**config.mk**
```make
export PLATFORM = sky130hd
export DESIGN_NAME = usb_config_endpoint_extractor_unit_flat
export DESIGN_NICKNAME = d
export VERILOG_FILES = /design/src/design/ucee_pkg.sv /design/src/design/ucee_if.sv /design/src/design/usb_config_endpoint_extractor_unit.sv /design/src/flat_wrapper.sv
export VERILOG_INCLUDE_DIRS = /design/src /design/src/design
export SDC_FILE = /design/constraint.sdc
export NUM_CORES = 1
export LEC_CHECK = 0
export ABC_CLOCK_PERIOD_IN_PS = 20000
export BUFFER_PORTS_ARGS = -buffer_cell sky130_fd_sc_hd__buf_2
export CAP_MARGIN = 25
export CORE_MARGIN = 3
export CORE_UTILIZATION = 23
export DETAILED_ROUTE_END_ITERATION = 7
export HOLD_SLACK_MARGIN = 0.06
export MAX_ROUTING_LAYER = met4
export PLACE_DENSITY = 0.37
export SYNTH_ARGS = -nofsm -noshare
export SYNTH_HDL_FRONTEND = slang
export SYNTH_SLANG_ARGS = --single-unit
```
**constraint.sdc**
```tcl
create_clock -name clk -period 20 [get_ports clk]
set_clock_uncertainty 0.05 [all_clocks]
set_input_delay 4 -clock clk [delete_from_list [all_inputs] [get_ports clk]]
set_output_delay 4 -clock clk [all_outputs]
set_load 0.005 [all_outputs]
```
**src/design/usb_config_endpoint_extractor_unit_defines.svh**
```systemverilog
// ---------------------------------------------------------------------------
// usb configuration endpoint extractor - assertion macros
// shared property wrappers, sampled on clk and disabled during reset
// ---------------------------------------------------------------------------
`ifndef USB_CONFIG_ENDPOINT_EXTRACTOR_UNIT_DEFINES_SVH
`define USB_CONFIG_ENDPOINT_EXTRACTOR_UNIT_DEFINES_SVH

// same-cycle implication
`define UCEE_ASSERT_NOW(label, ante, cons, msg) \
    label: assert property (@(posedge clk) disable iff (!rst_n) (ante) |-> (cons)) \
        else $error(msg);

// next-cycle implication
`define UCEE_ASSERT_NEXT(label, ante, cons, msg) \
    label: assert property (@(posedge clk) disable iff (!rst_n) (ante) |=> (cons)) \
        else $error(msg);

`endif

```
**src/design/ucee_pkg.sv**
```systemverilog
// ---------------------------------------------------------------------------
// ucee_pkg
// types and constants of the usb configuration endpoint extractor
// ---------------------------------------------------------------------------
package ucee_pkg;

    // result queue
    localparam int unsigned QUEUE_DEPTH = 4;
    localparam int unsigned QPTR_W      = $clog2(QUEUE_DEPTH);
    localparam int unsigned QCNT_W      = $clog2(QUEUE_DEPTH + 1);

    // descriptor bytes 2..8 kept for decoding
    localparam int unsigned DESC_BYTES_DEPTH = 7;
    localparam int unsigned DESC_SLOT_W      = $clog2(DESC_BYTES_DEPTH);

    // descriptor types
    localparam logic [7:0] DT_INTERFACE    = 8'h04;
    localparam logic [7:0] DT_ENDPOINT     = 8'h05;
    localparam logic [7:0] DT_SS_COMPANION = 8'h30;

    // length limits
    localparam logic [7:0]  MIN_DESC_LEN      = 8'd2;
    localparam logic [7:0]  IF_DESC_LEN       = 8'd9;
    localparam logic [7:0]  EP_DESC_LEN       = 8'd7;
    localparam logic [7:0]  COMP_DESC_LEN     = 8'd6;
    localparam logic [7:0]  LAST_KEPT_INDEX   = 8'd8;
    localparam logic [15:0] MIN_CONFIG_BYTES  = 16'd9;
    localparam logic [15:0] CONFIG_VALUE_OFFS = 16'd5;
    localparam logic [15:0] OFFSET_MAX        = 16'hFFFF;

    // configuration register indexes
    localparam logic [1:0] REG_WANTED_CONFIG = 2'd0;
    localparam logic [1:0] REG_TARGET_IF     = 2'd1;
    localparam logic [1:0] REG_TARGET_ALT    = 2'd2;

    localparam logic [7:0] WANTED_CONFIG_RESET = 8'd1;

    typedef enum logic [1:0] {
        WALK_OK        = 2'd0,
        WALK_REJECTED  = 2'd1,
        WALK_MALFORMED = 2'd2
    } walk_status_t;

    typedef struct packed {
        logic [15:0] bytes_per_service;
        logic [1:0]  mult_field;
        logic [7:0]  burst_max;
        logic        has_companion;
        logic [7:0]  poll_interval;
        logic [15:0] max_packet_size;
        logic [1:0]  transfer_type;
        logic [7:0]  endpoint_address;
    } record_t;

    typedef struct packed {
        logic         record_valid;
        record_t      rec;
        walk_status_t status;
        logic         last_result;
    } result_t;

endpackage

```
**src/design/ucee_if.sv**
```systemverilog
// ---------------------------------------------------------------------------
// ucee channel interfaces
// byte input, result output and register write channels
// ---------------------------------------------------------------------------
interface ucee_byte_if;
    logic       valid;
    logic       ready;
    logic [7:0] data_byte;
    logic       end_of_blob;

    modport source (output valid, output data_byte, output end_of_blob, input ready);
    modport sink   (input valid, input data_byte, input end_of_blob, output ready);
endinterface

interface ucee_result_if;
    logic        valid;
    logic        ready;
    logic        record_valid;
    logic [7:0]  endpoint_address;
    logic [1:0]  transfer_type;
    logic [15:0] max_packet_size;
    logic [7:0]  poll_interval;
    logic        has_companion;
    logic [7:0]  burst_max;
    logic [1:0]  mult_field;
    logic [15:0] bytes_per_service;
    logic [1:0]  walk_status;
    logic        last_result;

    modport source (
        output valid, output record_valid, output endpoint_address, output transfer_type,
        output max_packet_size, output poll_interval, output has_companion,
        output burst_max, output mult_field, output bytes_per_service,
        output walk_status, output last_result, input ready
    );
    modport sink (
        input valid, input record_valid, input endpoint_address, input transfer_type,
        input max_packet_size, input poll_interval, input has_companion,
        input burst_max, input mult_field, input bytes_per_service,
        input walk_status, input last_result, output ready
    );
endinterface

interface ucee_cfg_if;
    logic       valid;
    logic       ready;
    logic [1:0] reg_index;
    logic [7:0] wdata;

    modport source (output valid, output reg_index, output wdata, input ready);
    modport sink   (input valid, input reg_index, input wdata, output ready);
endinterface

```
**src/design/usb_config_endpoint_extractor_unit.sv**
```systemverilog
// ---------------------------------------------------------------------------
// usb_config_endpoint_extractor_unit
// walks a usb configuration descriptor set byte by byte and reports the
// endpoints (with superspeed companions) of one interface/alternate setting
// ---------------------------------------------------------------------------
//  channel     | dir | transfer                       | accepted when
//  ------------+-----+--------------------------------+------------------
//  byte_in     | in  | one descriptor byte, end flag  | valid & ready
//  result_out  | out | endpoint record / end result   | valid & ready
//  cfg         | in  | register index + write data    | valid & ready
//
//  one byte is taken per cycle while byte_in.ready is high; its state update is done in the same cycle
//  a byte gives zero, one or two results, queued in a four-entry result queue
//  byte_in.ready is high while the queue has room for two results, so bytes
//  keep flowing while a result waits, and stop only under output back-pressure
//  first result can be taken in the cycle after the byte transfer
//  rst_n clears walk state, queue and registers (wanted config value to 1)
// ---------------------------------------------------------------------------
`include "usb_config_endpoint_extractor_unit_defines.svh"

module usb_config_endpoint_extractor_unit (
    input  logic                 clk,
    input  logic                 rst_n,
    ucee_cfg_if.sink             cfg,
    ucee_byte_if.sink            byte_in,
    ucee_result_if.source        result_out
);

    // configuration registers
    logic [7:0] wanted_cfg_reg;
    logic [7:0] target_if_reg;
    logic [7:0] target_alt_reg;

    // walk state
    logic [15:0] offset_reg,      offset_next;
    logic [7:0]  desc_idx_reg,    desc_idx_next;
    logic [7:0]  desc_len_reg,    desc_len_next;
    logic [7:0]  desc_type_reg,   desc_type_next;
    logic [7:0]  desc_bytes_reg   [ucee_pkg::DESC_BYTES_DEPTH];
    logic [7:0]  desc_bytes_next  [ucee_pkg::DESC_BYTES_DEPTH];
    logic        in_target_reg,   in_target_next;
    logic        cfg_match_reg,   cfg_match_next;
    logic        stopped_reg,     stopped_next;
    ucee_pkg::record_t pending_reg, pending_next;
    logic        pend_valid_reg,  pend_valid_next;

    // per-byte working values
    logic [7:0]  b;
    logic        eob;
    logic        in_fire;
    logic        cfg_match_s;
    logic [7:0]  desc_idx_s;
    logic [7:0]  desc_len_s;
    logic [7:0]  desc_type_s;
    logic        stopped_s;
    logic        in_target_s;
    ucee_pkg::record_t pending_s;
    logic        pend_valid_s;
    logic        finish;
    logic        emit;
    logic [15:0] offset_s;
    logic [ucee_pkg::DESC_SLOT_W-1:0] slot;
    ucee_pkg::walk_status_t end_status;
    ucee_pkg::result_t emit_res;
    ucee_pkg::result_t end_res;

    // result queue
    ucee_pkg::result_t queue_reg [ucee_pkg::QUEUE_DEPTH];
    logic [ucee_pkg::QPTR_W-1:0] head_reg, head_next;
    logic [ucee_pkg::QCNT_W-1:0] count_reg, count_next;
    logic [ucee_pkg::QPTR_W-1:0] tail;
    logic [ucee_pkg::QPTR_W-1:0] tail_plus;
    logic                        pop;
    logic                        push_emit;
    logic                        push_end;

    assign b       = byte_in.data_byte;
    assign eob     = byte_in.end_of_blob;
    assign in_fire = byte_in.valid & byte_in.ready;

    // room for the worst case of two results from one byte
    assign byte_in.ready = (count_reg <= ucee_pkg::QCNT_W'(ucee_pkg::QUEUE_DEPTH - 2));

    // ---------------------------------------------------------------------
    // configuration writes
    // ---------------------------------------------------------------------
    assign cfg.ready = 1'b1;

    always_ff @(posedge clk or negedge rst_n)
    begin
        if (!rst_n)
        begin
            wanted_cfg_reg <= ucee_pkg::WANTED_CONFIG_RESET;
            target_if_reg  <= '0;
            target_alt_reg <= '0;
        end
        else if (cfg.valid && cfg.ready)
        begin
            case (cfg.reg_index)
                ucee_pkg::REG_WANTED_CONFIG: wanted_cfg_reg <= cfg.wdata;
                ucee_pkg::REG_TARGET_IF:     target_if_reg  <= cfg.wdata;
                ucee_pkg::REG_TARGET_ALT:    target_alt_reg <= cfg.wdata;
                default:                     ;
            endcase
        end
    end

    // ---------------------------------------------------------------------
    // descriptor walk for the incoming byte
    // ---------------------------------------------------------------------
    assign slot = ucee_pkg::DESC_SLOT_W'(desc_idx_reg - 8'd2);

    always_comb
    begin
        // bConfigurationValue sits at offset 5
        cfg_match_s = (offset_reg == ucee_pkg::CONFIG_VALUE_OFFS) ? (b == wanted_cfg_reg)
                                                                  : cfg_match_reg;
        desc_idx_s  = desc_idx_reg;
        desc_len_s  = desc_len_reg;
        desc_type_s = desc_type_reg;
        stopped_s   = stopped_reg;
        finish      = 1'b0;
        for (int i = 0; i < ucee_pkg::DESC_BYTES_DEPTH; i++)
        begin
            desc_bytes_next[i] = desc_bytes_reg[i];
        end

        if (!stopped_reg)
        begin
            if (desc_idx_reg == 8'd0)
            begin
                // bLength byte
                desc_len_s = b;
                if (b < ucee_pkg::MIN_DESC_LEN)
                begin
                    stopped_s = 1'b1;
                end
                else
                begin
                    desc_idx_s = 8'd1;
                end
            end
            else
            begin
                if (desc_idx_reg == 8'd1)
                begin
                    desc_type_s = b;
                end
                else if (desc_idx_reg <= ucee_pkg::LAST_KEPT_INDEX)
                begin
                    desc_bytes_next[slot] = b;
                end
                if ({1'b0, desc_idx_reg} + 9'd1 >= {1'b0, desc_len_reg})
                begin
                    finish     = 1'b1;
                    desc_idx_s = 8'd0;
                end
                else
                begin
                    desc_idx_s = desc_idx_reg + 8'd1;
                end
            end
        end
    end

    // act on a completed descriptor
    always_comb
    begin
        in_target_s  = in_target_reg;
        pending_s    = pending_reg;
        pend_valid_s = pend_valid_reg;
        emit         = 1'b0;

        if (finish)
        begin
            if (desc_type_s == ucee_pkg::DT_INTERFACE && desc_len_s >= ucee_pkg::IF_DESC_LEN)
            begin
                in_target_s = (desc_bytes_next[0] == target_if_reg) &&
                              (desc_bytes_next[1] == target_alt_reg);
            end
            else if (desc_type_s == ucee_pkg::DT_ENDPOINT && in_target_reg &&
                     desc_len_s >= ucee_pkg::EP_DESC_LEN)
            begin
                if (cfg_match_s)
                begin
                    // older pending endpoint goes out, new one takes its place
                    emit                       = pend_valid_reg;
                    pending_s                  = '0;
                    pending_s.endpoint_address = desc_bytes_next[0];
                    pending_s.transfer_type    = desc_bytes_next[1][1:0];
                    pending_s.max_packet_size  = {desc_bytes_next[3], desc_bytes_next[2]};
                    pending_s.poll_interval    = desc_bytes_next[4];
                    pend_valid_s               = 1'b1;
                end
            end
            else if (desc_type_s == ucee_pkg::DT_SS_COMPANION && in_target_reg &&
                     desc_len_s >= ucee_pkg::COMP_DESC_LEN)
            begin
                if (pend_valid_reg)
                begin
                    pending_s.has_companion     = 1'b1;
                    pending_s.burst_max         = desc_bytes_next[0];
                    pending_s.mult_field        = desc_bytes_next[1][1:0];
                    pending_s.bytes_per_service = {desc_bytes_next[3], desc_bytes_next[2]};
                end
            end
        end
    end

    // byte count and end-of-set status
    always_comb
    begin
        offset_s = (offset_reg != ucee_pkg::OFFSET_MAX) ? offset_reg + 16'd1 : offset_reg;

        if (offset_s < ucee_pkg::MIN_CONFIG_BYTES || !cfg_match_s)
        begin
            end_status = ucee_pkg::WALK_REJECTED;
        end
        else if (stopped_s || desc_idx_s != 8'd0)
        begin
            end_status = ucee_pkg::WALK_MALFORMED;
        end
        else
        begin
            end_status = ucee_pkg::WALK_OK;
        end

        emit_res.record_valid = 1'b1;
        emit_res.rec          = pending_reg;
        emit_res.status       = ucee_pkg::WALK_OK;
        emit_res.last_result  = 1'b0;

        end_res.record_valid = (end_status != ucee_pkg::WALK_REJECTED) && pend_valid_s;
        end_res.rec          = end_res.record_valid ? pending_s : '0;
        end_res.status       = end_status;
        end_res.last_result  = 1'b1;
    end

    // next state: a final byte returns the walk to its start
    always_comb
    begin
        offset_next     = offset_reg;
        desc_idx_next   = desc_idx_reg;
        desc_len_next   = desc_len_reg;
        desc_type_next  = desc_type_reg;
        in_target_next  = in_target_reg;
        cfg_match_next  = cfg_match_reg;
        stopped_next    = stopped_reg;
        pending_next    = pending_reg;
        pend_valid_next = pend_valid_reg;

        if (in_fire)
        begin
            if (eob)
            begin
                offset_next     = '0;
                desc_idx_next   = '0;
                desc_len_next   = '0;
                desc_type_next  = '0;
                in_target_next  = 1'b0;
                cfg_match_next  = 1'b0;
                stopped_next    = 1'b0;
                pending_next    = '0;
                pend_valid_next = 1'b0;
            end
            else
            begin
                offset_next     = offset_s;
                desc_idx_next   = desc_idx_s;
                desc_len_next   = desc_len_s;
                desc_type_next  = desc_type_s;
                in_target_next  = in_target_s;
                cfg_match_next  = cfg_match_s;
                stopped_next    = stopped_s;
                pending_next    = pending_s;
                pend_valid_next = pend_valid_s;
            end
        end
    end

    always_ff @(posedge clk or negedge rst_n)
    begin
        if (!rst_n)
        begin
            offset_reg     <= '0;
            desc_idx_reg   <= '0;
            desc_len_reg   <= '0;
            desc_type_reg  <= '0;
            in_target_reg  <= 1'b0;
            cfg_match_reg  <= 1'b0;
            stopped_reg    <= 1'b0;
            pending_reg    <= '0;
            pend_valid_reg <= 1'b0;
        end
        else
        begin
            offset_reg     <= offset_next;
            desc_idx_reg   <= desc_idx_next;
            desc_len_reg   <= desc_len_next;
            desc_type_reg  <= desc_type_next;
            in_target_reg  <= in_target_next;
            cfg_match_reg  <= cfg_match_next;
            stopped_reg    <= stopped_next;
            pending_reg    <= pending_next;
            pend_valid_reg <= pend_valid_next;
        end
    end

    // descriptor body bytes need no reset, only written bytes are decoded
    always_ff @(posedge clk)
    begin
        if (in_fire)
        begin
            for (int i = 0; i < ucee_pkg::DESC_BYTES_DEPTH; i++)
            begin
                desc_bytes_reg[i] <= desc_bytes_next[i];
            end
        end
    end

    // ---------------------------------------------------------------------
    // result queue: an emitted endpoint goes ahead of the end result
    // ---------------------------------------------------------------------
    assign push_emit = in_fire & emit;
    assign push_end  = in_fire & eob;
    assign pop       = result_out.valid & result_out.ready;
    assign tail      = head_reg + count_reg[ucee_pkg::QPTR_W-1:0];
    assign tail_plus = tail + ucee_pkg::QPTR_W'(1);

    always_comb
    begin
        head_next  = pop ? head_reg + ucee_pkg::QPTR_W'(1) : head_reg;
        count_next = count_reg + ucee_pkg::QCNT_W'(push_emit) + ucee_pkg::QCNT_W'(push_end)
                     - ucee_pkg::QCNT_W'(pop);
    end

    always_ff @(posedge clk or negedge rst_n)
    begin
        if (!rst_n)
        begin
            head_reg  <= '0;
            count_reg <= '0;
        end
        else
        begin
            head_reg  <= head_next;
            count_reg <= count_next;
        end
    end

    always_ff @(posedge clk)
    begin
        if (push_emit)
        begin
            queue_reg[tail] <= emit_res;
            if (push_end)
            begin
                queue_reg[tail_plus] <= end_res;
            end
        end
        else if (push_end)
        begin
            queue_reg[tail] <= end_res;
        end
    end

    assign result_out.valid             = (count_reg != '0);
    assign result_out.record_valid      = queue_reg[head_reg].record_valid;
    assign result_out.endpoint_address  = queue_reg[head_reg].rec.endpoint_address;
    assign result_out.transfer_type     = queue_reg[head_reg].rec.transfer_type;
    assign result_out.max_packet_size   = queue_reg[head_reg].rec.max_packet_size;
    assign result_out.poll_interval     = queue_reg[head_reg].rec.poll_interval;
    assign result_out.has_companion     = queue_reg[head_reg].rec.has_companion;
    assign result_out.burst_max         = queue_reg[head_reg].rec.burst_max;
    assign result_out.mult_field        = queue_reg[head_reg].rec.mult_field;
    assign result_out.bytes_per_service = queue_reg[head_reg].rec.bytes_per_service;
    assign result_out.walk_status       = queue_reg[head_reg].status;
    assign result_out.last_result       = queue_reg[head_reg].last_result;

    // ---------------------------------------------------------------------
    // assertions
    // ---------------------------------------------------------------------
    `UCEE_ASSERT_NOW(a_queue_bound, 1'b1, count_reg <= ucee_pkg::QCNT_W'(ucee_pkg::QUEUE_DEPTH), "result queue overflow")
    `UCEE_ASSERT_NEXT(a_end_clears, in_fire && eob, offset_reg == '0 && !pend_valid_reg && !stopped_reg, "walk state not cleared after final byte")
    `UCEE_ASSERT_NOW(a_stop_idle, stopped_reg, desc_idx_reg == '0, "descriptor index moved after walk stopped")
    `UCEE_ASSERT_NOW(a_pend_matched, pend_valid_reg, cfg_match_reg, "endpoint pending without configuration match")
    `UCEE_ASSERT_NOW(a_comp_pend, pending_reg.has_companion, pend_valid_reg, "companion merged without pending endpoint")

endmodule
```
**src/flat_wrapper.sv**
```systemverilog
// flat-port wrapper written by rule: the top's interface ports become plain ports
module usb_config_endpoint_extractor_unit_flat 
  (clk, rst_n, cfg_valid, cfg_reg_index, cfg_wdata, cfg_ready, byte_in_valid, byte_in_data_byte, byte_in_end_of_blob, byte_in_ready, result_out_valid, result_out_record_valid, result_out_endpoint_address, result_out_transfer_type, result_out_max_packet_size, result_out_poll_interval, result_out_has_companion, result_out_burst_max, result_out_mult_field, result_out_bytes_per_service, result_out_walk_status, result_out_last_result, result_out_ready);
  ucee_cfg_if cfg_i ();
  ucee_byte_if byte_in_i ();
  ucee_result_if result_out_i ();
  input  logic clk;
  input  logic rst_n;
  input wire logic [$bits(cfg_i.valid)-1:0] cfg_valid;
  input wire logic [$bits(cfg_i.reg_index)-1:0] cfg_reg_index;
  input wire logic [$bits(cfg_i.wdata)-1:0] cfg_wdata;
  output wire logic [$bits(cfg_i.ready)-1:0] cfg_ready;
  input wire logic [$bits(byte_in_i.valid)-1:0] byte_in_valid;
  input wire logic [$bits(byte_in_i.data_byte)-1:0] byte_in_data_byte;
  input wire logic [$bits(byte_in_i.end_of_blob)-1:0] byte_in_end_of_blob;
  output wire logic [$bits(byte_in_i.ready)-1:0] byte_in_ready;
  output wire logic [$bits(result_out_i.valid)-1:0] result_out_valid;
  output wire logic [$bits(result_out_i.record_valid)-1:0] result_out_record_valid;
  output wire logic [$bits(result_out_i.endpoint_address)-1:0] result_out_endpoint_address;
  output wire logic [$bits(result_out_i.transfer_type)-1:0] result_out_transfer_type;
  output wire logic [$bits(result_out_i.max_packet_size)-1:0] result_out_max_packet_size;
  output wire logic [$bits(result_out_i.poll_interval)-1:0] result_out_poll_interval;
  output wire logic [$bits(result_out_i.has_companion)-1:0] result_out_has_companion;
  output wire logic [$bits(result_out_i.burst_max)-1:0] result_out_burst_max;
  output wire logic [$bits(result_out_i.mult_field)-1:0] result_out_mult_field;
  output wire logic [$bits(result_out_i.bytes_per_service)-1:0] result_out_bytes_per_service;
  output wire logic [$bits(result_out_i.walk_status)-1:0] result_out_walk_status;
  output wire logic [$bits(result_out_i.last_result)-1:0] result_out_last_result;
  input wire logic [$bits(result_out_i.ready)-1:0] result_out_ready;
  assign cfg_i.valid = cfg_valid;
  assign cfg_i.reg_index = cfg_reg_index;
  assign cfg_i.wdata = cfg_wdata;
  assign cfg_ready = cfg_i.ready;
  assign byte_in_i.valid = byte_in_valid;
  assign byte_in_i.data_byte = byte_in_data_byte;
  assign byte_in_i.end_of_blob = byte_in_end_of_blob;
  assign byte_in_ready = byte_in_i.ready;
  assign result_out_valid = result_out_i.valid;
  assign result_out_record_valid = result_out_i.record_valid;
  assign result_out_endpoint_address = result_out_i.endpoint_address;
  assign result_out_transfer_type = result_out_i.transfer_type;
  assign result_out_max_packet_size = result_out_i.max_packet_size;
  assign result_out_poll_interval = result_out_i.poll_interval;
  assign result_out_has_companion = result_out_i.has_companion;
  assign result_out_burst_max = result_out_i.burst_max;
  assign result_out_mult_field = result_out_i.mult_field;
  assign result_out_bytes_per_service = result_out_i.bytes_per_service;
  assign result_out_walk_status = result_out_i.walk_status;
  assign result_out_last_result = result_out_i.last_result;
  assign result_out_i.ready = result_out_ready;
  usb_config_endpoint_extractor_unit u_core (.clk(clk), .rst_n(rst_n), .cfg(cfg_i), .byte_in(byte_in_i), .result_out(result_out_i));
endmodule
```
==> flow_metrics.env, run 1 <==
export IMPL_period_needed_ns=7.668
export IMPL_max_cap_violations=0
export IMPL_synth_top_cell_area_share_pct=41.44
export IMPL_dieArea_um2=96960
export IMPL_synth_most_common_cell="edfxtp_1"
export IMPL_grt_max_degree=77
export IMPL_routedWlPerCell_um=23.79
export IMPL_power_switching_uw=987.6
export IMPL_dr_pass1_iters=5
export IMPL_met1_usage_pct=20.41
export IMPL_rsz0062_at_grt="false"
export IMPL_gp_congestion=0.8083
export IMPL_grt_pass1_wl_mm=110.2
export IMPL_final_cells=3110
export IMPL_ys_seq_area_share_pct=57.45
export IMPL_path_clk_slew_ns=0.06
export IMPL_yosys_area_top_type="edfxtp_1"
export IMPL_drc=0
export IMPL_ys_flop_type="edfxtp_1"
export IMPL_fmaxAchievable_ghz=0.1304
export IMPL_setup_viol=0
export IMPL_syn_inst=1747
export IMPL_cp_data_required_time_ns=20.16
export IMPL_grtUsageTotal_pct=15.51
export IMPL_p_sw_share_pct=34.79
export IMPL_insertion_delay_ns=0.63
export IMPL_cts_max_path_buffers=3
export IMPL_htreeDepth=2
export IMPL_fp_dieW_um=311.4
export IMPL_use_met2_pct=25.87
export IMPL_r2r_cells=17
export IMPL_grt_pass1_vias=15710
export IMPL_routed_via_density=4.861
export IMPL_antenna_found_initial=3
export IMPL_slew_violations=0
export IMPL_rrSetupSlack_ns=13.97
export IMPL_power_density_nw_per_um2=112.9
export IMPL_coreArea_um2=92080
export IMPL_crit_start="byte_in_data_byte[2]"
export IMPL_start_kind="input port"
export IMPL_die_h_um=311.4
export IMPL_internal_power_mw=1.851
export IMPL_r2r_end="u_core.queue_reg[2][38]"
export IMPL_crit_arrival_ns=7.83
export IMPL_hold_violations=0
export IMPL_power_frac_comb_pct=26.4
export IMPL_synth_area_leaders="edfxtp_1, dfrtp_1, mux4_2"
export IMPL_cp_max_fo=40
export IMPL_seq_power_share_pct=40.4
export IMPL_port_buffers=90
export IMPL_syn_nets=1789
export IMPL_syn_area_um2=21450
export IMPL_cts_tree="done"
export IMPL_wl_mm=74.00
export IMPL_clkSinkCount=434
export IMPL_cts_repair_resized=0
export IMPL_cts_root_buf="clkbuf_16"
export IMPL_cts_buffers=52
export IMPL_area_growth_pct=17.24
export IMPL_finalCritPeriodShare_pct=38.34
export IMPL_rows=111
export IMPL_synth_edf_count=296
export IMPL_synthTopCellsByCount="edfxtp_1, nand2_1, dfrtp_1, inv_1, o22ai_1"
export IMPL_gr_total_overflow=0
export IMPL_nNetsFinal=1863
export IMPL_status="finished clean"
export IMPL_postCtsSetupRepairBufs=0
export IMPL_use_met3_pct=1.802
export IMPL_start_util_pct=23.29
export IMPL_irDropWorstVdd_mv=0.05514
export IMPL_drtAntennaViolNets=0
export IMPL_synth_warning_count=0
export IMPL_syn_area_per_cell_um2=12.28
export IMPL_dr_first_iter_drc_count=1025
export IMPL_grt_busiest_layer="met2"
export IMPL_hp_class="reg -> reg"
export IMPL_ios=92
export IMPL_yosys_register_bits=434
export IMPL_slew_headroom_pct=33.30
export IMPL_synth_cell_types=84
export IMPL_reg2reg_from="u_core.desc_idx_reg[0]"
export IMPL_cts_hold_buf=0
export IMPL_fill_cells=9593
export IMPL_crit_path_end_kind="flip-flop"
export IMPL_finalSetupTns_ns=0
export IMPL_total_leakage_power_nw=9.382
export IMPL_tightest_slew_ns=0.9727
export IMPL_worstSetupPathType="in -> reg"
export IMPL_drive_gt1_share_pct=20.48
export IMPL_async_flop_share_pct=30.88
export IMPL_dp_hpwl_mm=47.38
export IMPL_largest_reg_flops=260
export IMPL_pwr_share_clk_pct=33.2
export IMPL_critPathCapture="u_core.queue_reg[2][38]"
export IMPL_num_vias=15118
export IMPL_dp_cells=3008
## cells by family after synthesis
kind of cell,share of synthesized area (%)
AO/OA/AOI/OAI,16.30
XOR/XNOR,1.592
adder cells (fa/ha/maj),1.167
buffers and inverters,4.369
flip-flops,57.45
multiplexers,10.09
other,0.01748
AND/OR/NAND/NOR,9.012
## how the worst min path moves through the flow
stage / start / end / slack [ns] / cells after the start
after CTS: u_core.queue_reg[1][0] / u_core.queue_reg[1][0] / 0.40 / 2
after detailed placement: u_core.queue_reg[1][0] / u_core.queue_reg[1][0] / 0.39 / 2
final: u_core.queue_reg[1][0] / u_core.queue_reg[1][0] / 0.39 / 2
after global placement: u_core.queue_reg[1][0] / u_core.queue_reg[1][0] / 0.40 / 2
after global routing: u_core.queue_reg[0][0] / u_core.queue_reg[0][0] / 0.42 / 2
after floorplan: u_core.queue_reg[3][0] / u_core.queue_reg[3][0] / 0.37 / 2
## worst max-delay path, stage by stage
cell and delay [ns]:
buf_2 0.30, nor4b_1 0.39, nand3_1 0.12, mux2i_1 0.28
o21ai_1 0.22, nor4_4 0.74, and3_1 0.37, nand2_1 0.12
a21oi_4 0.17, buf_4 0.40, buf_4 0.64
## through the flow
stage               setup WS (ns)  hold WS [ns]  utilization (%)  total power [mW]  instance area [um2]
floorplan                   10.54        0.3687                -             1.620                21450
global placement            11.76        0.3960            25.29             1.921                23280
detailed placement          11.65        0.3900            25.41             1.925                23400
CTS                         12.28        0.3983            27.27             2.882                25110
global route                11.99        0.4166            27.31             2.991                25140
finish                      12.33        0.3949            27.31             2.839                25150
## power groups by stage
stage               Sequential [mW]  Clock (mW)  Combinational [mW]
detailed placement             1.17           0               0.758
CTS                            1.15       0.972               0.761
finish                         1.15       0.942               0.749
floorplan                      1.12           0               0.503
global route                   1.16        1.01               0.825
global placement               1.17           0               0.754
## metal layers
metal  part of all wire, %  wire [um]
met3                   3.9       2862
met1                    45      33420
met2                    49      36520
met4                   1.6       1197
met5                     0          0
## final cells by class
| type | count | area, um2 | share of cell area [%] |
|---|---|---|---|
| Sequential cell | 434 | 12330 | 49.03 |
| Antenna cell | 2 | 5.005 | 0.01990 |
| Multi-Input combinational cell | 1085 | 8262 | 32.85 |
| Clock inverter | 25 | 234.0 | 0.9304 |
| Clock buffer | 73 | 1471 | 5.851 |
| Tap cell | 1243 | 1555 | 6.185 |
| Timing Repair Buffer | 135 | 864.6 | 3.438 |
| Inverter | 113 | 424.2 | 1.687 |
## cells in the final DEF, fill, tap and decap left out, drive strengths merged, types with 29 or more instances in the layout
master / n
clkbuf: 73
a22o: 41
dfrtp: 133
a21oi: 48
o2bb2ai: 29
nor3: 30
mux2: 32
edfxtp: 296
mux2i: 34
o22ai: 140
buf: 135
mux4: 65
nand2: 165
o21ai: 151
nor2: 63
inv: 114
Power figures use the tool's default switching activity.
==> inputs of run 2 (changes only) <==
--- a/config.mk
+++ b/config.mk
@@ -6,7 +6,7 @@
 export SDC_FILE = /design/constraint.sdc
 export NUM_CORES = 1
 export LEC_CHECK = 0
-export ABC_CLOCK_PERIOD_IN_PS = 20000
+export ABC_CLOCK_PERIOD_IN_PS = 7900
 export BUFFER_PORTS_ARGS = -buffer_cell sky130_fd_sc_hd__buf_2
 export CAP_MARGIN = 25
 export CORE_MARGIN = 3
==> constraint.sdc (replaced) <==
create_clock -name clk -period 7.9 [get_ports clk]
set_clock_uncertainty 0.05 [all_clocks]
set_input_delay 1.58 -clock clk [delete_from_list [all_inputs] [get_ports clk]]
set_output_delay 1.58 -clock clk [all_outputs]
set_load 0.005 [all_outputs]
==> run 2 against run 1 <==
- non-clock buffer count unchanged
- global-route usage increased by 0.25 points
- power rose to 2.5 times the previous value
- via count up 1.0%
- wire length up 2.5%
- worst hold slack better by 0.0075 ns
- clock power grew to 2.5 times the previous value
- sequential power increased to 2.6 times the previous value
- cell area shrank 0.12%
- critical path type is now reg -> reg
- largest cell class unchanged
==> flow_metrics.env, run 2 (synthesized netlist as in run 1, its figures left out) <==
export IMPL_dp_cells=3006
export IMPL_layout_commonest_cell="edfxtp_1"
export IMPL_crit_path_end_kind="flip-flop"
export IMPL_grt_max_degree=84
export IMPL_irDropWorstVdd_mv=0.1477
export IMPL_max_cap_violations=0
export IMPL_finalSetupTns_ns=0
export IMPL_period_needed_ns=5.870
export IMPL_drtAntennaViolNets=0
export IMPL_p_sw_share_pct=35.10
export IMPL_cp_max_fo=51
export IMPL_finalCritPeriodShare_pct=74.30
export IMPL_postLayoutCoreUtil_pct=27.28
export IMPL_cts_buffers=52
export IMPL_htreeDepth=2
export IMPL_rows=111
export IMPL_port_buffers=90
export IMPL_cp_data_required_time_ns=8.14
export IMPL_slew_violations=0
export IMPL_insertion_delay_ns=0.63
export IMPL_drive_gt1_share_pct=20.38
export IMPL_final_cells=3108
export IMPL_setup_viol=0
export IMPL_drc=0
export IMPL_routedWlPerCell_um=24.40
export IMPL_power_switching_mw=2.532
export IMPL_nNetsFinal=1863
export IMPL_power_density_nw_per_um2=287.2
export IMPL_timing_hold_ws_ns=0.4024
export IMPL_cts_root_buf="clkbuf_16"
export IMPL_start_util_pct=23.29
export IMPL_num_vias=15276
export IMPL_cts_repair_resized=0
export IMPL_fill_cells=9508
export IMPL_cts_max_path_buffers=3
export IMPL_layout_common_cells="edfxtp_1, nand2_1, dfrtp_1"
export IMPL_start_kind="flip-flop"
export IMPL_die_h_um=311.4
export IMPL_rsz0062_at_grt="false"
export IMPL_cts_hold_buf=0
export IMPL_dp_hpwl_mm=47.58
export IMPL_antenna_found_initial=0
export IMPL_power_frac_comb_pct=25.9
export IMPL_seq_power_share_pct=41.4
export IMPL_slew_headroom_pct=33.29
export IMPL_coreArea_um2=92080
export IMPL_wl_mm=75.85
export IMPL_hold_violations=0
export IMPL_cts_tree="done"
export IMPL_hp_class="reg -> reg"
export IMPL_dpl_cell_area_um2=23400
export IMPL_gr_total_overflow=0
export IMPL_path_clk_slew_ns=0.06
export IMPL_dr_pass1_iters=5
export IMPL_internal_power_mw=4.681
export IMPL_fp_dieW_um=311.4
export IMPL_grt_pass1_wl_mm=111.1
export IMPL_clkSinkCount=434
export IMPL_dr_first_iter_drc_count=1005
export IMPL_final_area_um2=25120
export IMPL_total_leakage_power_nw=9.191
export IMPL_worstSetupPathType="reg -> reg"
export IMPL_gp_congestion=0.8023
export IMPL_grtUsageTotal_pct=15.76
export IMPL_tightest_slew_ns=0.9985
export IMPL_status="finished clean"
export IMPL_crit_arrival_ns=6.11
export IMPL_dieArea_um2=96960
export IMPL_largest_reg_flops=260
export IMPL_area_growth_pct=17.10
export IMPL_routed_via_density=4.915
export IMPL_antenna_cells=0
export IMPL_ios=92
export IMPL_fmaxAchievable_ghz=0.1704
export IMPL_postCtsSetupRepairBufs=0
export IMPL_pwr_share_clk_pct=32.7
export IMPL_grt_pass1_vias=15624
run 2: cell types whose count changed in the layout (fill, tap and decap cells not counted), sizes merged:
cell      change
clkbuf        -8
diode         -2
bufinv        +1
clkinv        +6
clkinvlp      +1
run 2: layout make-up:
class                   count  area, um2  area share (%)
clock buffers              65       1380           5.495
well taps                1243       1555           6.192
clock inverters            33      277.8           1.106
repair buffers            135      887.1           3.532
multi-input cells        1085       8262           32.89
flip-flops and latches    434      12330           49.09
inverters                 113      424.2           1.689
run 2: worst paths after layout:
path                                        start                      end  slack [ns]  cells past startpoint
setup reg to reg           u_core.desc_idx_reg[2]  u_core.queue_reg[0][42]        2.03                     14
max in group asynchronous                   rst_n       u_core.head_reg[0]        5.34                      2
hold / removal             u_core.queue_reg[1][0]   u_core.queue_reg[1][0]        0.40                      2
hold reg to reg            u_core.queue_reg[1][0]   u_core.queue_reg[1][0]        0.40                      2
setup / recovery           u_core.desc_idx_reg[2]  u_core.queue_reg[0][42]        2.03                     14
min in group asynchronous                   rst_n     u_core.offset_reg[2]        1.00                      1
run 2: critical path: stages (launching register included):
cell and delay (ns):
dfrtp_1 0.55, and3_1 0.28, and3_1 0.26, and3_1 0.19
xnor2_1 0.16, inv_1 0.09, ha_1 0.30, and3_1 0.18
o2111ai_1 0.12, o211ai_1 0.50, nand3_1 0.53, nor4_4 0.80
o21ai_0 0.36, nand2_4 0.81, buf_4 0.35
run 2: per-layer routing:
metal | global-route usage [%] | up-vias | part of all wire [%]
li1 | - | 6879 | -
met1 | 20.49 | 7881 | 45
met2 | 25.44 | 415 | 48
met3 | 2.421 | 101 | 4.7
met4 | 4.612 | 0 | 2.9
met5 | - | - | 0
run 2: power by group through the flow:
stage | clock network (mW) | logic, mW | registers [mW]
6_report | 2.36 | 1.87 | 2.99
5_1_grt | 2.51 | 2.05 | 3.03
4_1_cts | 2.42 | 1.91 | 3.00
3_5_place_dp | 0 | 1.91 | 3.04
3_3_place_gp | 0 | 1.91 | 3.03
2_1_floorplan | 0 | 1.29 | 2.86
run 2: per-stage QoR:
step	setup slack, ns	power (mW)
floorplan	0.8572	4.149
global placement	2.081	4.942
detailed placement	2.024	4.947
CTS	1.998	7.333
global route	1.587	7.587
finish	2.030	7.214
==> inputs of run 3 (changes only) <==
--- a/config.mk
+++ b/config.mk
@@ -6,7 +6,7 @@
 export SDC_FILE = /design/constraint.sdc
 export NUM_CORES = 1
 export LEC_CHECK = 0
-export ABC_CLOCK_PERIOD_IN_PS = 7900
+export ABC_CLOCK_PERIOD_IN_PS = 6000
 export BUFFER_PORTS_ARGS = -buffer_cell sky130_fd_sc_hd__buf_2
 export CAP_MARGIN = 25
 export CORE_MARGIN = 3
==> constraint.sdc (replaced) <==
create_clock -name clk -period 6 [get_ports clk]
set_clock_uncertainty 0.05 [all_clocks]
set_input_delay 1.2 -clock clk [delete_from_list [all_inputs] [get_ports clk]]
set_output_delay 1.2 -clock clk [all_outputs]
set_load 0.005 [all_outputs]
==> run 3 against run 2 <==
- non-clock buffer count is 25 higher
- global-route usage is 0.069 points higher
- wire length hardly changed
- register-to-register slack got worse by 1.0 ns
- worst setup slack worse by 1.0 ns
- core utilization grew 0.31 points
- sequential power up 28%
- worst hold slack improved by 0.00068 ns
- maximum frequency up 18%
- critical endpoint is now u_core.queue_reg[2][54]
==> flow_metrics.env, run 3 (synthesized netlist as in run 1, its figures left out) <==
export IMPL_status="finished clean"
export IMPL_crit_start="u_core.desc_idx_reg[0]"
export IMPL_grtUsageTotal_pct=15.83
export IMPL_cts_buffers=51
export IMPL_finalSetupTns_ns=0
export IMPL_gr_total_overflow=0
export IMPL_final_cells=3129
export IMPL_period_needed_ns=4.971
export IMPL_cp_max_fo=17
export IMPL_cts_repair_resized=0
export IMPL_drtAntennaViolNets=0
export IMPL_drive_gt1_share_pct=21.31
export IMPL_htreeDepth=2
export IMPL_area_growth_pct=18.42
export IMPL_fmaxAchievable_ghz=0.2012
export IMPL_grt_pass1_vias=15930
export IMPL_dr_pass1_iters=5
export IMPL_cts_root_buf="clkbuf_16"
export IMPL_port_buffers=90
export IMPL_worst_slack_ns=1.029
export IMPL_rsz0062_at_grt="false"
export IMPL_num_vias=15305
export IMPL_cts_hold_buf=0
export IMPL_grt_pass1_wl_mm=112.1
export IMPL_max_cap_violations=0
export IMPL_cts_tree="done"
export IMPL_wl_mm=75.80
export IMPL_antenna_cells=0
export IMPL_irDropWorstVdd_mv=0.2499
export IMPL_pre_cts_slack_ns=1.057
export IMPL_finalCritPeriodShare_pct=82.86
export IMPL_power_density_nw_per_um2=379.5
export IMPL_die_h_um=311.4
export IMPL_start_util_pct=23.29
export IMPL_dp_cells=3035
export IMPL_postCtsSetupRepairBufs=0
export IMPL_gp_congestion=0.8239
export IMPL_routedWlPerCell_um=24.22
export IMPL_reg2reg_from="u_core.desc_idx_reg[0]"
export IMPL_hold_violations=0
export IMPL_crit_arrival_ns=5.21
export IMPL_routed_via_density=4.891
export IMPL_dp_hpwl_mm=48.40
export IMPL_insertion_delay_ns=0.63
export IMPL_antenna_found_initial=0
export IMPL_tightest_slew_ns=1.071
export IMPL_setup_viol=0
export IMPL_hp_start="u_core.queue_reg[1][0]"
export IMPL_coreArea_um2=92080
export IMPL_grt_max_degree=135
export IMPL_cp_data_required_time_ns=6.23
export IMPL_drc=0
export IMPL_worstSetupPathType="reg -> reg"
export IMPL_cts_max_path_buffers=3
export IMPL_fp_dieW_um=311.4
export IMPL_layout_common_cells="edfxtp_1, nand2_1, dfrtp_1"
export IMPL_slew_headroom_pct=28.24
export IMPL_path_clk_slew_ns=0.06
export IMPL_total_leakage_power_nw=9.336
export IMPL_crit_path_end_kind="flip-flop"
export IMPL_start_kind="flip-flop"
export IMPL_ios=92
export IMPL_nNetsFinal=1887
export IMPL_slew_violations=0
export IMPL_dieArea_um2=96960
export IMPL_layout_commonest_cell="edfxtp_1"
export IMPL_dr_first_iter_drc_count=1182
export IMPL_hp_class="reg -> reg"
export IMPL_timing_hold_ws_ns=0.4031
export IMPL_largest_reg_flops=260
export IMPL_clkSinkCount=434
export IMPL_rows=111
==> run 3: changes by cell type in the layout (fill, tap and decap cells not counted), sizes merged <==
cell      before  now
clkinvlp       2    1
clkinv        27   13
bufinv         3    4
inv          114  113
buf          135  160
clkbuf        65   76
==> run 3: routing by layer <==
metal / share of wire [%] / GRT usage, %
met1: 46 / 21.13
met5: 0 / -
met3: 3.9 / 2.022
met2: 48 / 25.59
met4: 2.2 / 3.827
==> run 3: per-stage QoR <==
stage | area, um2 | total power, mW | util [%]
floorplan | 21450 | 5.464 | -
global placement | 23700 | 6.615 | 25.74
detailed placement | 23720 | 6.621 | 25.76
CTS | 25400 | 9.787 | 27.58
global route | 25400 | 10.14 | 27.58
finish | 25400 | 9.639 | 27.58
==> run 3: critical path, cell delays in order, from the launching register on <==
cell       delay [ns]
dfrtp_1          0.50
and3_1           0.28
and3_1           0.23
and3_1           0.20
xnor2_1          0.23
inv_1            0.08
ha_1             0.29
and3_1           0.17
o2111ai_1        0.12
o211ai_1         0.19
buf_4            0.18
nand3_1          0.08
buf_4            0.20
nor4_4           0.53
and3_1           0.34
nand2_1          0.12
a21oi_4          0.57
buf_12           0.25
==> run 3: where the power goes <==
| part | leakage, nW | switching, mW | internal [mW] |
|---|---|---|---|
| combinational | 3.58 | 1.77 | 0.890 |
| clock | 0.809 | 1.32 | 1.82 |
| sequential | 4.95 | 0.266 | 3.57 |
| total | 9.34 | 3.35 | 6.28 |
==> run 3: cell type report <==
type,instances,area [um2]
flip-flops and latches,434,12330
fillers,9506,66680
well taps,1243,1555
inverters,113,424.2
clock inverters,18,262.8
clock buffers,76,1420
repair buffers,160,1145
multi-input cells,1085,8262
==> run 3: worst paths after layout <==
path                                      endpoint  slack (ns)  cells past startpoint
setup / recovery           u_core.queue_reg[2][54]        1.03                     17
hold / removal              u_core.queue_reg[1][0]        0.40                      2
setup reg to reg           u_core.queue_reg[2][54]        1.03                     17
hold reg to reg             u_core.queue_reg[1][0]        0.40                      2
max in group asynchronous       u_core.head_reg[1]        4.53                      2
min in group asynchronous    u_core.offset_reg[13]        0.69                      2
